==> src/hw/rtl/psf_pkg.sv <==
`timescale 1ns / 1ps
`default_nettype none
// ----------------------------------------------------------------------------
// Pendulum state feedback package
// Payload types, register indexes, fixed-point constants and the microcode
// program of the state feedback sequencer.
// ----------------------------------------------------------------------------
package psf_pkg;

   localparam int SAMPLE_BITS        = 10;
   localparam int PULSE_BITS         = 12;
   localparam int GAIN_FRACTION_BITS = 24;

   // Q30 alignment shifts for position (Q10.22) and angle (Q4.28) terms
   localparam int RND_POS_SHIFT = GAIN_FRACTION_BITS - 8;
   localparam int RND_ANG_SHIFT = GAIN_FRACTION_BITS - 2;
   localparam int PULSE_SHIFT   = 10;
   localparam int DRIVE_SHIFT   = 15;

   localparam logic signed [32:0] ANGLE_PER_COUNT = 33'sd718187;
   localparam logic signed [32:0] HALF_MPP_Q32    = 33'sd1088774;
   localparam logic signed [33:0] POS_LIMIT       = 34'sd2097152000;
   localparam logic signed [63:0] DRIVE_MAX       = 64'sd32767;
   localparam logic signed [63:0] ANGLE_MAX       = 64'sd2147483647;
   localparam logic signed [63:0] ANGLE_MIN       = -64'sd2147483648;

   localparam logic signed [31:0] GAIN_POSITION_RST   = -32'sd101016;
   localparam logic signed [31:0] GAIN_VELOCITY_RST   = -32'sd1577427;
   localparam logic signed [31:0] GAIN_ANGLE_RST      = -32'sd343765240;
   localparam logic signed [31:0] GAIN_ANGLE_RATE_RST = 32'sd150995;

   // configuration register indexes
   localparam int CSR_INDEX_W = 3;
   localparam logic [CSR_INDEX_W-1:0] CSR_GAIN_POSITION   = 3'd0;
   localparam logic [CSR_INDEX_W-1:0] CSR_GAIN_VELOCITY   = 3'd1;
   localparam logic [CSR_INDEX_W-1:0] CSR_GAIN_ANGLE      = 3'd2;
   localparam logic [CSR_INDEX_W-1:0] CSR_GAIN_ANGLE_RATE = 3'd3;
   localparam logic [CSR_INDEX_W-1:0] CSR_ANGLE_OFFSET    = 3'd4;

   typedef struct packed {
      logic [SAMPLE_BITS-1:0]        angle_sample;
      logic signed [PULSE_BITS-1:0]  left_pulses;
      logic signed [PULSE_BITS-1:0]  right_pulses;
      logic                          zero_position;
   } req_type;

   typedef struct packed {
      logic signed [15:0] drive;
      logic               drive_clipped;
   } rsp_type;

   // multiplier operand pairs
   localparam logic [2:0] MUL_NONE   = 3'd0;
   localparam logic [2:0] MUL_SAMPLE = 3'd1;
   localparam logic [2:0] MUL_PULSES = 3'd2;
   localparam logic [2:0] MUL_ANGLE  = 3'd3;
   localparam logic [2:0] MUL_POS    = 3'd4;
   localparam logic [2:0] MUL_VEL    = 3'd5;
   localparam logic [2:0] MUL_RATE   = 3'd6;

   // accumulator operations
   localparam logic [1:0] ACC_HOLD     = 2'd0;
   localparam logic [1:0] ACC_LOAD     = 2'd1;
   localparam logic [1:0] ACC_ADD      = 2'd2;
   localparam logic [1:0] ACC_ADD_X100 = 2'd3;

   // rounding shift selects
   localparam logic RND_POS = 1'b0;
   localparam logic RND_ANG = 1'b1;

   // jump conditions
   localparam logic [1:0] COND_NEVER    = 2'd0;
   localparam logic [1:0] COND_NO_REQ   = 2'd1;
   localparam logic [1:0] COND_RSP_BUSY = 2'd2;

   localparam int STEP_W = 4;
   localparam logic [STEP_W-1:0] STEP_IDLE = 4'd0;
   localparam logic [STEP_W-1:0] STEP_LAST = 4'd8;

   typedef struct packed {
      logic              take_req;
      logic [2:0]        mul_sel;
      logic              th_load;
      logic              pos_load;
      logic [1:0]        acc_op;
      logic              rnd_sel;
      logic              finish;
      logic [1:0]        cond;
      logic [STEP_W-1:0] jump_target;
      logic              seq_end;
   } ctrl_word_type;

   function automatic ctrl_word_type ucode(input logic [STEP_W-1:0] step);
      ctrl_word_type w;
      w = '0;
      unique case (step)
         4'd0: begin
            w.take_req    = 1'b1;
            w.cond        = COND_NO_REQ;
            w.jump_target = STEP_IDLE;
         end
         4'd1: w.mul_sel = MUL_SAMPLE;
         4'd2: begin
            w.th_load = 1'b1;
            w.mul_sel = MUL_PULSES;
         end
         4'd3: begin
            w.pos_load = 1'b1;
            w.mul_sel  = MUL_ANGLE;
         end
         4'd4: begin
            w.acc_op  = ACC_LOAD;
            w.rnd_sel = RND_ANG;
            w.mul_sel = MUL_POS;
         end
         4'd5: begin
            w.acc_op  = ACC_ADD;
            w.rnd_sel = RND_POS;
            w.mul_sel = MUL_VEL;
         end
         4'd6: begin
            w.acc_op  = ACC_ADD_X100;
            w.rnd_sel = RND_POS;
            w.mul_sel = MUL_RATE;
         end
         4'd7: begin
            w.acc_op  = ACC_ADD_X100;
            w.rnd_sel = RND_ANG;
         end
         4'd8: begin
            w.finish      = 1'b1;
            w.cond        = COND_RSP_BUSY;
            w.jump_target = STEP_LAST;
            w.seq_end     = 1'b1;
         end
         default: begin
            w.seq_end = 1'b1;
         end
      endcase
      return w;
   endfunction

endpackage
`default_nettype wire

==> src/hw/rtl/pendulum_state_feedback_unit.sv <==
`timescale 1ns / 1ps
`default_nettype none
// A tick transferred at step 0 runs through steps 1 to 8; its drive result is registered at step 8.
// Ticks do not overlap: the microcode program runs on one shared 33x33 multiplier and takes a new tick only at step 0.
// A new tick is taken while the previous result still waits; a stalled result holds step 8.
// Reset (synchronous): gains to their defaults, angle offset, position and history to zero.
// No clearing pass; the block takes a tick in the first cycle after reset.
// ----------------------------------------------------------------------------
// Pendulum state feedback unit
// Four-state feedback drive computed by a microcoded sequencer around one
// multiplier, one rounding stage and a 64-bit accumulator.
// ----------------------------------------------------------------------------
module pendulum_state_feedback_unit (
   input  wire                                   clock,
   input  wire                                   reset,
   input  wire                                   req_valid,
   output logic                                  req_stall,
   input  psf_pkg::req_type                      req_data,
   output logic                                  rsp_valid,
   input  wire                                   rsp_stall,
   output psf_pkg::rsp_type                      rsp_data,
   input  wire                                   csr_we,
   input  wire [psf_pkg::CSR_INDEX_W-1:0]        csr_index,
   input  wire [31:0]                            csr_wdata
);

   logic signed [31:0] gain_position_ff;
   logic signed [31:0] gain_velocity_ff;
   logic signed [31:0] gain_angle_ff;
   logic signed [31:0] gain_angle_rate_ff;
   logic        [29:0] angle_offset_ff;

   logic [psf_pkg::STEP_W-1:0] step_ff, step_in;
   psf_pkg::ctrl_word_type     ctl;
   logic                       cond_hit;
   logic                       go;

   psf_pkg::req_type   req_ff;
   logic signed [31:0] th_ff, th_in;
   logic signed [31:0] position_ff, position_in;
   logic signed [31:0] last_position_ff;
   logic signed [31:0] last_angle_ff;
   logic signed [63:0] prod_ff;
   logic signed [63:0] acc_ff, acc_in;
   logic               rsp_valid_ff;
   psf_pkg::rsp_type   rsp_ff, rsp_in;

   logic signed [psf_pkg::PULSE_BITS:0] pulse_diff;
   logic signed [32:0] dx;
   logic signed [32:0] dth;
   logic signed [32:0] mul_a;
   logic signed [32:0] mul_b;
   logic signed [65:0] product;
   logic signed [63:0] rnd;
   logic signed [63:0] rnd_x100;
   logic signed [63:0] th_wide;
   logic signed [63:0] pos_round;
   logic signed [31:0] pos_base;
   logic signed [33:0] pos_sum;
   logic signed [63:0] drive_wide;
   logic               req_take;
   logic               rsp_take;

   // configuration
   always_ff @(posedge clock) begin
      if (reset) begin
         gain_position_ff   <= psf_pkg::GAIN_POSITION_RST;
         gain_velocity_ff   <= psf_pkg::GAIN_VELOCITY_RST;
         gain_angle_ff      <= psf_pkg::GAIN_ANGLE_RST;
         gain_angle_rate_ff <= psf_pkg::GAIN_ANGLE_RATE_RST;
         angle_offset_ff    <= '0;
      end else if (csr_we) begin
         unique case (csr_index)
            psf_pkg::CSR_GAIN_POSITION:   gain_position_ff   <= $signed(csr_wdata);
            psf_pkg::CSR_GAIN_VELOCITY:   gain_velocity_ff   <= $signed(csr_wdata);
            psf_pkg::CSR_GAIN_ANGLE:      gain_angle_ff      <= $signed(csr_wdata);
            psf_pkg::CSR_GAIN_ANGLE_RATE: gain_angle_rate_ff <= $signed(csr_wdata);
            psf_pkg::CSR_ANGLE_OFFSET:    angle_offset_ff    <= csr_wdata[29:0];
            default: ;
         endcase
      end
   end

   // sequencer
   always_comb begin
      ctl = psf_pkg::ucode(step_ff);
      case (ctl.cond)
         psf_pkg::COND_NO_REQ:   cond_hit = !req_valid;
         psf_pkg::COND_RSP_BUSY: cond_hit = rsp_valid_ff && rsp_stall;
         default:                cond_hit = 1'b0;
      endcase
      go = !cond_hit;
      if (cond_hit) begin
         step_in = ctl.jump_target;
      end else if (ctl.seq_end) begin
         step_in = psf_pkg::STEP_IDLE;
      end else begin
         step_in = step_ff + 1'b1;
      end
   end

   assign req_stall = !ctl.take_req;
   assign req_take  = req_valid && !req_stall;
   assign rsp_take  = rsp_valid_ff && !rsp_stall;

   // datapath
   always_comb begin
      pulse_diff = $signed({req_ff.left_pulses[psf_pkg::PULSE_BITS-1], req_ff.left_pulses})
                 - $signed({req_ff.right_pulses[psf_pkg::PULSE_BITS-1], req_ff.right_pulses});
      dx  = $signed({position_ff[31], position_ff})
          - $signed({last_position_ff[31], last_position_ff});
      dth = $signed({th_ff[31], th_ff}) - $signed({last_angle_ff[31], last_angle_ff});

      case (ctl.mul_sel)
         psf_pkg::MUL_SAMPLE: begin
            mul_a = psf_pkg::ANGLE_PER_COUNT;
            mul_b = $signed({{(33 - psf_pkg::SAMPLE_BITS){1'b0}}, req_ff.angle_sample});
         end
         psf_pkg::MUL_PULSES: begin
            mul_a = psf_pkg::HALF_MPP_Q32;
            mul_b = $signed({{(32 - psf_pkg::PULSE_BITS){pulse_diff[psf_pkg::PULSE_BITS]}},
                             pulse_diff});
         end
         psf_pkg::MUL_ANGLE: begin
            mul_a = $signed({gain_angle_ff[31], gain_angle_ff});
            mul_b = $signed({th_ff[31], th_ff});
         end
         psf_pkg::MUL_POS: begin
            mul_a = $signed({gain_position_ff[31], gain_position_ff});
            mul_b = $signed({position_ff[31], position_ff});
         end
         psf_pkg::MUL_VEL: begin
            mul_a = $signed({gain_velocity_ff[31], gain_velocity_ff});
            mul_b = dx;
         end
         psf_pkg::MUL_RATE: begin
            mul_a = $signed({gain_angle_rate_ff[31], gain_angle_rate_ff});
            mul_b = dth;
         end
         default: begin
            mul_a = '0;
            mul_b = '0;
         end
      endcase
      product = mul_a * mul_b;

      if (ctl.rnd_sel == psf_pkg::RND_ANG) begin
         rnd = (prod_ff + (64'sd1 <<< (psf_pkg::RND_ANG_SHIFT - 1))) >>> psf_pkg::RND_ANG_SHIFT;
      end else begin
         rnd = (prod_ff + (64'sd1 <<< (psf_pkg::RND_POS_SHIFT - 1))) >>> psf_pkg::RND_POS_SHIFT;
      end
      rnd_x100 = (rnd <<< 6) + (rnd <<< 5) + (rnd <<< 2);

      case (ctl.acc_op)
         psf_pkg::ACC_LOAD:     acc_in = rnd;
         psf_pkg::ACC_ADD:      acc_in = acc_ff + rnd;
         psf_pkg::ACC_ADD_X100: acc_in = acc_ff + rnd_x100;
         default:               acc_in = acc_ff;
      endcase

      th_wide = $signed({34'd0, angle_offset_ff}) - prod_ff;
      if (th_wide > psf_pkg::ANGLE_MAX) begin
         th_in = psf_pkg::ANGLE_MAX[31:0];
      end else if (th_wide < psf_pkg::ANGLE_MIN) begin
         th_in = psf_pkg::ANGLE_MIN[31:0];
      end else begin
         th_in = th_wide[31:0];
      end

      pos_base  = req_ff.zero_position ? 32'sd0 : position_ff;
      pos_round = (prod_ff + (64'sd1 <<< (psf_pkg::PULSE_SHIFT - 1))) >>> psf_pkg::PULSE_SHIFT;
      pos_sum   = $signed({{2{pos_base[31]}}, pos_base}) + $signed(pos_round[33:0]);
      if (pos_sum > psf_pkg::POS_LIMIT) begin
         position_in = psf_pkg::POS_LIMIT[31:0];
      end else if (pos_sum < -psf_pkg::POS_LIMIT) begin
         position_in = $signed(-psf_pkg::POS_LIMIT[31:0]);
      end else begin
         position_in = pos_sum[31:0];
      end

      drive_wide = (acc_ff + (64'sd1 <<< (psf_pkg::DRIVE_SHIFT - 1))) >>> psf_pkg::DRIVE_SHIFT;
      if (drive_wide > psf_pkg::DRIVE_MAX) begin
         rsp_in.drive         = psf_pkg::DRIVE_MAX[15:0];
         rsp_in.drive_clipped = 1'b1;
      end else if (drive_wide < -psf_pkg::DRIVE_MAX) begin
         rsp_in.drive         = $signed(-psf_pkg::DRIVE_MAX[15:0]);
         rsp_in.drive_clipped = 1'b1;
      end else begin
         rsp_in.drive         = drive_wide[15:0];
         rsp_in.drive_clipped = 1'b0;
      end
   end

   // control state
   always_ff @(posedge clock) begin
      if (reset) begin
         step_ff          <= psf_pkg::STEP_IDLE;
         rsp_valid_ff     <= 1'b0;
         position_ff      <= '0;
         last_position_ff <= '0;
         last_angle_ff    <= '0;
      end else begin
         step_ff <= step_in;
         if (ctl.finish && go) begin
            rsp_valid_ff     <= 1'b1;
            last_position_ff <= position_ff;
            last_angle_ff    <= th_ff;
         end else if (rsp_take) begin
            rsp_valid_ff <= 1'b0;
         end
         if (ctl.pos_load) begin
            position_ff <= position_in;
         end
      end
   end

   // payload
   always_ff @(posedge clock) begin
      prod_ff <= product[63:0];
      acc_ff  <= acc_in;
      if (req_take) begin
         req_ff <= req_data;
      end
      if (ctl.th_load) begin
         th_ff <= th_in;
      end
      if (ctl.finish && go) begin
         rsp_ff <= rsp_in;
      end
   end

   assign rsp_valid = rsp_valid_ff;
   assign rsp_data  = rsp_ff;

   a_step_range: assert property (@(posedge clock) disable iff (reset)
      step_ff <= psf_pkg::STEP_LAST)
      else $error("sequencer step beyond program end");

   a_accept_starts: assert property (@(posedge clock) disable iff (reset)
      req_valid && !req_stall |=> step_ff == psf_pkg::STEP_IDLE + 1'b1)
      else $error("transfer did not start the program");

   a_pos_limit: assert property (@(posedge clock) disable iff (reset)
      $signed({position_ff[31], position_ff, 1'b0}) <= (psf_pkg::POS_LIMIT <<< 1)
      && $signed({position_ff[31], position_ff, 1'b0}) >= -(psf_pkg::POS_LIMIT <<< 1))
      else $error("position outside saturation limit");

   a_rsp_from_last: assert property (@(posedge clock) disable iff (reset)
      $rose(rsp_valid_ff) |-> $past(step_ff) == psf_pkg::STEP_LAST)
      else $error("result raised outside final step");

endmodule
`default_nettype wire
==> config.mk <==
export PLATFORM = sky130hd
export DESIGN_NAME = pendulum_state_feedback_unit
export DESIGN_NICKNAME = d
export VERILOG_FILES = /design/src/hw/rtl/psf_pkg.sv /design/src/hw/rtl/pendulum_state_feedback_unit.sv
export SDC_FILE = /design/constraint.sdc
export NUM_CORES = 2
export LEC_CHECK = 0
export BUFFER_PORTS_ARGS = -buffer_cell sky130_fd_sc_hd__buf_2
export CORE_MARGIN = 3
export CORE_UTILIZATION = 62
export CTS_CLUSTER_SIZE = 40
export DETAILED_ROUTE_END_ITERATION = 6
export GPL_TIMING_DRIVEN = 1
export PLACE_DENSITY = 0.75
export SLEW_MARGIN = 20
export SYNTH_ARGS = -nofsm -noshare
export SYNTH_HDL_FRONTEND = slang
export SYNTH_SLANG_ARGS = --single-unit
==> constraint.sdc <==
create_clock -name clock -period 12 [get_ports clock]
set_input_delay 0.6 -clock clock [delete_from_list [all_inputs] [get_ports clock]]
set_output_delay 0.6 -clock clock [all_outputs]
set_load 0.03 [all_outputs]
==> impl_metrics.env <==
export IMPL_status="finished, violations left"
export IMPL_violations="DRC"
export IMPL_tns_ps=0
export IMPL_synth_area_sq_um=75900
export IMPL_pre_cts_ws_ps=330
export IMPL_multiInputGateArea_sq_um=58100
export IMPL_worst_slack_ps=437
export IMPL_nets=10800
export IMPL_synth_seq_cells=471
export IMPL_hold_path_end="req_ff[27]"
export IMPL_clk_latency_ps=700
export IMPL_yosysMostFrequentCell="nand2_1"
export IMPL_synth_seq_area_share=0.144
export IMPL_synthTopCellsByArea="fa_1 32%, dfxtp_1 8.5%, nand2_1 8.3%"
export IMPL_fmax_mhz=86.5
export IMPL_critPathArrivalTime_ps=12140
export IMPL_async_reset_ff_frac=0
export IMPL_critPathMaxStageDelay_ps=630
export IMPL_cp_top_family="adder cells"
export IMPL_synth_cells=9085
export IMPL_seqCellArea_sq_um=10900
export IMPL_grt_overflow_total=0
export IMPL_wl_per_cell_um=22.4
export IMPL_ff2ff_setup_slack_ps=440
export IMPL_relSlewSlack=0.229
export IMPL_fin_hold_ws_ps=87.0
export IMPL_busiest_layer="met2"
export IMPL_min_period_over_period=0.964
export IMPL_fin_util=0.665
export IMPL_cts_root_buf="clkbuf_16"
export IMPL_dieArea_sq_um=127000
export IMPL_critPathBufInv=8
export IMPL_via_per_inst=6.12
export IMPL_synth_cell_types=97
export IMPL_drtAntennaViolNets=0
export IMPL_grt_pass1_vias=65900
export IMPL_drt_iter0_markers=6823
export IMPL_htree_levels=2
export IMPL_std_cell_rows=127
export IMPL_grt_pass1_wl_um=376000
export IMPL_die_h_um=356
export IMPL_syn_to_final_growth_pct=5.78
export IMPL_cts_setup_buffers=0
export IMPL_skew_ps=80.6
export IMPL_use_met1=0.536
export IMPL_antenna_found_initial=16
export IMPL_min_from="req_data[27]"
export IMPL_maxCapViolations=0
export IMPL_n_fill_cell=10200
export IMPL_first_pass_iters=7
export IMPL_finalSetupViolations=0
export IMPL_syn_avg_cell_area_sq_um=8.36
export IMPL_rsz0062_at_grt="false"
export IMPL_met3_usage=0.103
export IMPL_final_max_slew_viol_count=0
export IMPL_hold_viol=0
export IMPL_die_w_um=356
export IMPL_drc_errors=8
export IMPL_holdPathStages=1
export IMPL_tightestPinTransition_ps=1150
export IMPL_synth_edf_count=148
export IMPL_place_gp_congestion=0.990
export IMPL_initial_core_util=0.629
export IMPL_grtUsageMet2=0.566
export IMPL_slowest_stage="fa_1"
export IMPL_cp_end_kind="flop"
export IMPL_cts_num_sinks=471
export IMPL_cts_tree="yes"
export IMPL_grt_max_degree=72
export IMPL_portBuffers=93
export IMPL_power_density_nw_per_um2=184
export IMPL_yosys_area_top_type="fa_1"
export IMPL_vias=65100
export IMPL_peakVddDrop_uv=136
export IMPL_cts_buffer_depth=3
export IMPL_yosysWarnings=0
export IMPL_synthesis_nets=10900
export IMPL_worst_path_max_fanout=15
export IMPL_cts_inserted_buffers=55
export IMPL_post_dp_hpwl_um=193000
export IMPL_grt_util_all_layers=0.380
export IMPL_startpoint_type="flop"
export IMPL_period_needed_ps=11560
export IMPL_critPathMostFrequentCell="fa_1"
export IMPL_r2r_end="prod_ff[63]"
export IMPL_required_ps=12570
export IMPL_reg2reg_depth=43
export IMPL_ios=94
export IMPL_p_leak_nw=38.1
export IMPL_hp_class="in2reg"
export IMPL_criticalPathCategory="reg2reg"
export IMPL_postRouteWirelength_um=238000
export IMPL_synth_top_area_share=0.320
export IMPL_drive_gt1_frac=0.0525
export IMPL_synth_ff_type="dfxtp_1"
export IMPL_path_clk_slew_ps=60
export IMPL_core_area_sq_um=121000
export IMPL_r2r_start="th_ff[0]"
export IMPL_yosys_top_cells_count="1682 x nand2_1, 1478 x inv_1, 1213 x fa_1"
==> registers in the layout (all words and copies together), names as in the netlist <==
register	flops
acc_ff	64
angle_offset_ff	30
gain_angle_ff	32
gain_angle_rate_ff	32
gain_position_ff	32
gain_velocity_ff	32
last_angle_ff	32
last_position_ff	32
position_ff	32
prod_ff	64
req_ff	35
rsp_data	17
rsp_valid	1
step_ff	4
th_ff	32
==> area by class of cell <==
type	instances	area share
Tap cell	1612	0.0251
Clock inverter	28	0.00364
Inverter	1480	0.0692
Timing Repair Buffer	268	0.0232
Sequential cell	471	0.136
Antenna cell	8	0.000249
Clock buffer	72	0.0191
Multi-Input combinational cell	6702	0.724
==> repair_timing <==
action | 4_1_cts | 5_1_grt
hold endpoints to repair | 0 | 0
resized for setup | 0 | 10
hold buffers | 0 | 0
endpoints found under the setup margin | 0 | 6
==> how the worst max path moves through the flow <==
stage / start / endpoint / slack [ps] / cells after the start
6_report: th_ff[0] / prod_ff[63] / 440 / 43
5_1_grt: th_ff[0] / prod_ff[62] / 40 / 45
4_1_cts: th_ff[0] / prod_ff[63] / 300 / 43
3_5_place_dp: th_ff[0] / prod_ff[63] / 330 / 43
3_3_place_gp: th_ff[0] / prod_ff[63] / 500 / 43
2_1_floorplan: th_ff[0] / prod_ff[62] / 1230 / 44
==> cells by family after synthesis <==
group / count (synthesis) / share of synthesized area
AOI/OAI and AO/OA: 1552 / 0.132
DFF: 471 / 0.144
xor gates and xnor gates: 438 / 0.0506
muxes: 16 / 0.00219
and+or+nand+nor: 2983 / 0.174
buffers and inverters: 1912 / 0.0950
adders and majority gates: 1713 / 0.402
==> worst register-to-register path: cells and delay by family (launching register included) <==
| family | cells | cell delay, ps |
|---|---|---|
| xor gates and xnor gates | 2 | 280 |
| AOI/OAI and AO/OA | 16 | 3110 |
| and+or+nand+nor | 6 | 1610 |
| adders and majority gates | 11 | 5050 |
| DFF | 1 | 370 |
| buffers and inverters | 8 | 1020 |
==> layer usage <==
metal / wire (um) / share of wire
met5: 55 / 0.00023
met4: 9630 / 0.040
met3: 30000 / 0.13
met2: 102000 / 0.43
met1: 96500 / 0.41
==> where the power goes <==
group / internal (mW) / total (mW) / switching (mW)
clock network: 0.971 / 1.74 / 0.766
logic: 3.95 / 10.9 / 6.97
registers: 1.87 / 2.09 / 0.226
total: 6.79 / 14.7 / 7.96
==> layout by cell type, fill, tap and decap left out, types with 147 or more instances in the layout <==
cell type	instances
a21o_1	147
inv_1	1476
xor2_1	149
buf_4	169
o21ai_0	260
ha_1	500
xnor2_1	287
a21oi_1	535
nand3_1	219
dfxtp_1	323
nor2_1	409
nand2_1	1682
edfxtp_1	148
fa_1	1213
==> through the flow <==
step / std cells / power (mW) / cell area (sq um)
after floorplan: 9085 / 9.66 / 75900
after global placement: 10500 / 12.5 / 78400
after detailed placement: 10500 / 12.7 / 78400
after CTS: 10600 / 14.5 / 80300
after global routing: 10600 / 16.0 / 80300
final: 10600 / 14.7 / 80300
No activity file was read; power rests on OpenSTA's default activity.
